===== config.mk =====
export PLATFORM = sky130hd
export DESIGN_NAME = llc_ctrl
export DESIGN_NICKNAME = d
export VERILOG_FILES = /design/src/hw/rtl/llc_pkg.sv /design/src/hw/rtl/llc_ctrl.sv
export SDC_FILE = /design/constraint.sdc
export NUM_CORES = 1
export LEC_CHECK = 0
export BUFFER_PORTS_ARGS = -buffer_cell sky130_fd_sc_hd__buf_2
export CORE_AREA = 3 3 40 42
export DETAILED_ROUTE_END_ITERATION = 8
export DIE_AREA = 0 0 43 45
export GPL_TIMING_DRIVEN = 0
export PLACE_DENSITY_LB_ADDON = 0.2
export SLEW_MARGIN = 5
export SYNTH_ARGS = -nofsm -noshare
export SYNTH_HDL_FRONTEND = slang
export SYNTH_SLANG_ARGS = --single-unit

===== constraint.sdc =====
create_clock -name clk_i -period 1.7 [get_ports clk_i]
set_clock_uncertainty 0.05 [all_clocks]
set_input_delay 0 -clock clk_i [delete_from_list [all_inputs] [get_ports clk_i]]
set_output_delay 0 -clock clk_i [all_outputs]
set_load 0.02 [all_outputs]

===== src/hw/rtl/llc_pkg.sv =====
package llc_pkg;

  localparam int unsigned POOL_NODES_DEF = 256;
  localparam int unsigned DATA_W         = 32;
  localparam int unsigned CMD_W          = 4;

  typedef enum logic [CMD_W-1:0] {
    CMD_CLEAR     = 4'd0,
    CMD_INS_HEAD  = 4'd1,
    CMD_CUR_HEAD  = 4'd2,
    CMD_DEL_HEAD  = 4'd3,
    CMD_DEL_NEXT  = 4'd4,
    CMD_INS_NEXT  = 4'd5,
    CMD_OVERWRITE = 4'd6,
    CMD_ADVANCE   = 4'd7,
    CMD_QUERY     = 4'd8
  } llc_cmd_e;

  typedef enum logic [2:0] {
    S_IDLE,
    S_READ,
    S_EXEC,
    S_LINK,
    S_DONE
  } llc_state_e;

  // controller to datapath: one strobe for each phase of a command
  typedef struct packed {
    logic accept;
    logic read2;
    logic exec;
    logic link_wr;
  } llc_ctrl_t;

  typedef struct packed {
    logic [CMD_W-1:0]         cmd;
    logic signed [DATA_W-1:0] value;
  } llc_item_t;

  typedef struct packed {
    logic                     pool_full;
    logic                     head_valid;
    logic signed [DATA_W-1:0] head_value;
    logic                     cursor_valid;
    logic signed [DATA_W-1:0] cursor_value;
  } llc_result_t;

endpackage


===== src/hw/rtl/llc_ctrl.sv =====
module llc_ctrl
  import llc_pkg::*;
(
  input  logic      clk_i,
  input  logic      rst_ni,
  input  logic      start_i,
  output llc_ctrl_t ctrl_o,
  output logic      busy_o,
  output logic      done_o
);

  llc_state_e state_q, state_d;

  always_ff @(posedge clk_i or negedge rst_ni) begin
    if (!rst_ni) begin
      state_q <= S_IDLE;
    end else begin
      state_q <= state_d;
    end
  end

  always_comb begin
    state_d = state_q;
    case (state_q)
      S_IDLE: begin
        if (start_i) begin
          state_d = S_READ;
        end
      end
      S_READ:  state_d = S_EXEC;
      S_EXEC:  state_d = S_LINK;
      S_LINK:  state_d = S_DONE;
      S_DONE:  state_d = S_IDLE;
      default: state_d = S_IDLE;
    endcase
  end

  always_comb begin
    ctrl_o = '0;
    busy_o = 1'b1;
    done_o = 1'b0;
    case (state_q)
      S_IDLE: begin
        busy_o        = 1'b0;
        ctrl_o.accept = start_i;
      end
      S_READ:  ctrl_o.read2   = 1'b1;
      S_EXEC:  ctrl_o.exec    = 1'b1;
      S_LINK:  ctrl_o.link_wr = 1'b1;
      S_DONE:  done_o         = 1'b1;
      default: busy_o         = 1'b1;
    endcase
  end

endmodule


==> out/summary.md <==
The tools report the sort of element at the start of the critical path as a flip-flop. Cell internal power was estimated by the tool at 0.3279 mW. The part of the power in registers was 0.262; the synthesis-to-finish area growth was 57.58%. The top achievable clock speed came out at 0.7061 GHz. The number of violations reported at the end of detailed-routing iteration 0 was 1; the core occupancy in the finished layout was 0.2025. The setup TNS after final layout is 0 ns, and the switching power as a share of total power is 0.4363. The synthesized cell area was 165.2 um^2. Critical path arrival: 1.37 ns. The die covers 1935 um^2. The number of pins with negative max-slew slack in the final report came out at 0. The design draws 0.5818 mW.

The fraction of power consumed by combinational cells came out at 0.523. The worst hold path belongs to the class in2reg. The run gives 260.3 um^2 as the final design instance area without fill. The detail-routed via count per cell was 3.500; the gate count of the mapped netlist was 16. The iteration count of the initial detailed-routing pass came out at 2. Timing analysis after detailed placement gives a worst setup slack of 0.5212 ns. The flow ran to the end, and the final reports show no timing, DRC or antenna violations. Yosys mapped a number of flops with a built-in enable equal to 0. For this run, the leading register cell type out of synthesis is sky130_fd_sc_hd__dfrtp_1. The worst setup path is of the reg2out kind. The tools report the source-to-sink clock delay at the later pin of the worst-skew pair as 0.23 ns.

In the post-synthesis netlist, the biggest area contributors are sky130_fd_sc_hd__dfrtp_1, sky130_fd_sc_hd__nor3b_1, sky130_fd_sc_hd__and3b_2. The highest net fanout along the worst path works out to 8. Pin placement for this block handled 9 I/O pins.

In the final design database the tool counted 33 nets. The final worst-path setup slack was 0.2838 ns. In this run the power density over the cells is 2235 nW/um^2. After synthesis the netlist holds a flip-flop and latch count of 3.

The run gives 0.05750 as the global-route usage over all layers. Subtracting the final worst setup slack from the clock period gives 1.416 ns. For the fraction of power consumed by the clock network, the log shows 0.215. 0 antenna diodes ended up in the layout. In the final layout, the registers with the most flip-flops are state_q: 3 flops. Number of antenna violations at the first check in global routing: 0. The clock passes through at most 2 buffers. For this run, design rule violations remaining after detail routing come to 0.

Worst relative slew slack: 0.8340. The effective utilization at floorplan was 0.1285; the first-pass GRT wire length was 752 um. Clock-pin slew was measured on the worst setup and hold paths at 0.04 ns.

At the pin with the least slew margin, the transition time is 0.2489 ns. The signal on the critical path passes through clkbuf_2 -> or3_4 -> nor2_2 -> buf_2. TritonCTS built the clock tree. The commonest cells after synthesis are sky130_fd_sc_hd__dfrtp_1, sky130_fd_sc_hd__nor3b_1, sky130_fd_sc_hd__and3b_2, sky130_fd_sc_hd__nor2_1. Entering global routing, the biggest net connects 9 pins. Placer congestion estimate: 0.5511. In this run the static leakage power is 0.1320 nW. The number of vias after detailed routing is 154, and the row count is 13. The region available for standard cell placement spans 1285 um^2. The number of nets produced by synthesis was 19.

The number of buffers and inverters on the critical path is 2. In this design, the stage delay of the slowest critical-path cell is 0.39 ns. The register with the most flip-flops in the layout has 3 of them. The TritonCTS buffer count was 3; the number of I/O port buffers was 8. After detailed routing, the total wire length is 406 um.

The proportion of synthesized flip-flops having asynchronous set or reset was 1.000; the sequential cell area fraction in the yosys report was 0.4545. The chip width was 43 um; the ratio of final minimum period to clock period was 0.8331. Setup violations remaining at the end of the flow were counted as 0.

Dividing the synthesized area by the synthesized cell count gives 10.32 um^2. On the critical path, the stage with the largest delay is an instance of sky130_fd_sc_hd__or3_4. IR analysis of the VDD net gives a maximum drop of 0.4772 mV.

In the final routed layout, each cell accounts on average for 9.227 um. The worst setup path is captured at an output port. Counting distinct cell types in the post-synthesis netlist gives 10. The clock sink count is 3, and the fraction of layout cells with a size suffix above 1 is 0.5517. Worst slack on hold paths: 0.002942 ns. The fraction of synthesized cell area taken by the top area cell type was 0.4545; the number of warnings reported in the yosys synthesis log was 0. The number of hold violations in the final report is 0, and the placed cell count is 39.

The clock root buffer is sky130_fd_sc_hd__clkbuf_4. Antenna violation net count after detailed routing: 0. Broken down by cell family, the worst path's largest delay share belongs to simple AND/OR/NAND/NOR gates. The number of gates given a new drive strength after cts was 0; the placed instance area was 224.0 um^2. The total overflow left after global routing is 0.

state_q holds more flip-flops than any other register. In this run the power spent charging and discharging nets is 0.2539 mW. Setup repair after global routing left no endpoint under its margin. The H-tree level count was 1. The max-capacitance violation count was 0; the via count of the first global-routing pass was 153. Data on the critical path is required at its endpoint by 1.65 ns.

The largest area contributor in the synthesized netlist is sky130_fd_sc_hd__dfrtp_1. Vertical extent of the die: 45 um. For this run, the number of standard cells in the final layout without fillers is 44.
worst paths after layout:
kind | start | end | slack [ns] | cells after the start
hold reg to reg | state_q[2] | state_q[1] | 0.52 | 1
max in group asynchronous | rst_ni | state_q[0] | 1.45 | 2
setup / recovery | state_q[0] | ctrl_o[3] | 0.28 | 4
hold / removal | start_i | state_q[0] | 0.003 | 3
min in group asynchronous | rst_ni | state_q[2] | 0.04 | 2
setup reg to reg | state_q[0] | state_q[1] | 0.78 | 3
power by group through the flow:
stage                     clock network [mW]  registers [mW]  logic, mW
after global routing                   0.137           0.161      0.335
after global placement                     0           0.149      0.300
after floorplan                            0           0.140      0.227
final                                  0.125           0.153      0.304
after detailed placement                   0           0.154      0.308
after CTS                              0.131           0.154      0.312
area by class of cell:
cell class / count / area, um^2
Multi-Input combinational cell: 11 / 81.33
Sequential cell: 3 / 75.07
Timing Repair Buffer: 9 / 50.05
Buffer: 1 / 5.005
Inverter: 1 / 3.754
Clock buffer: 4 / 26.28
Tap cell: 15 / 18.77
Fill cell: 148 / 1025
worst reg2reg max path, stage by stage, from the launching register on:
cell and delay (ns):
sky130_fd_sc_hd__dfrtp_1 0.35, sky130_fd_sc_hd__clkbuf_2 0.16, sky130_fd_sc_hd__xnor2_1 0.17, sky130_fd_sc_hd__nor2_1 0.06
layout by cell type (no fill, tap or decap):
master                          synthesis  routed
sky130_fd_sc_hd__buf_2                  0       8
sky130_fd_sc_hd__and3b_2                2       2
sky130_fd_sc_hd__dlygate4sd3_1          0       1
sky130_fd_sc_hd__clkbuf_1               0       1
sky130_fd_sc_hd__nor2_1                 2       2
sky130_fd_sc_hd__nor2_2                 1       1
sky130_fd_sc_hd__xnor2_1                1       1
sky130_fd_sc_hd__inv_1                  1       1
sky130_fd_sc_hd__dfrtp_1                3       3
sky130_fd_sc_hd__clkbuf_2               1       1
sky130_fd_sc_hd__or3_4                  1       1
sky130_fd_sc_hd__nor3_1                 1       1
sky130_fd_sc_hd__nor3b_1                3       3
sky130_fd_sc_hd__clkbuf_4               0       3
logic make-up after synthesis:
kind of cell  share of synthesized area
buf+inv                         0.05298
simple gates                     0.4394
xor+xnor                        0.05304
flops                            0.4545
metal layers:
metal / track usage / up-vias / share of wire
li1: - / 80 / -
met1: 0.06763 / 70 / 0.47
met2: 0.06886 / 4 / 0.46
met3: 0.05976 / 0 / 0.071
met4: 0.01807 / 0 / 0
met5: 0 / - / 0
what timing repair did:
item / in CTS / in global routing
hold buffers: 1 / 0
setup endpoints to repair: 0 / 0
endpoints found under the hold margin: 3 / 0
buffers inserted: 0 / 0
No activity file was read; power rests on OpenSTA's default activity.
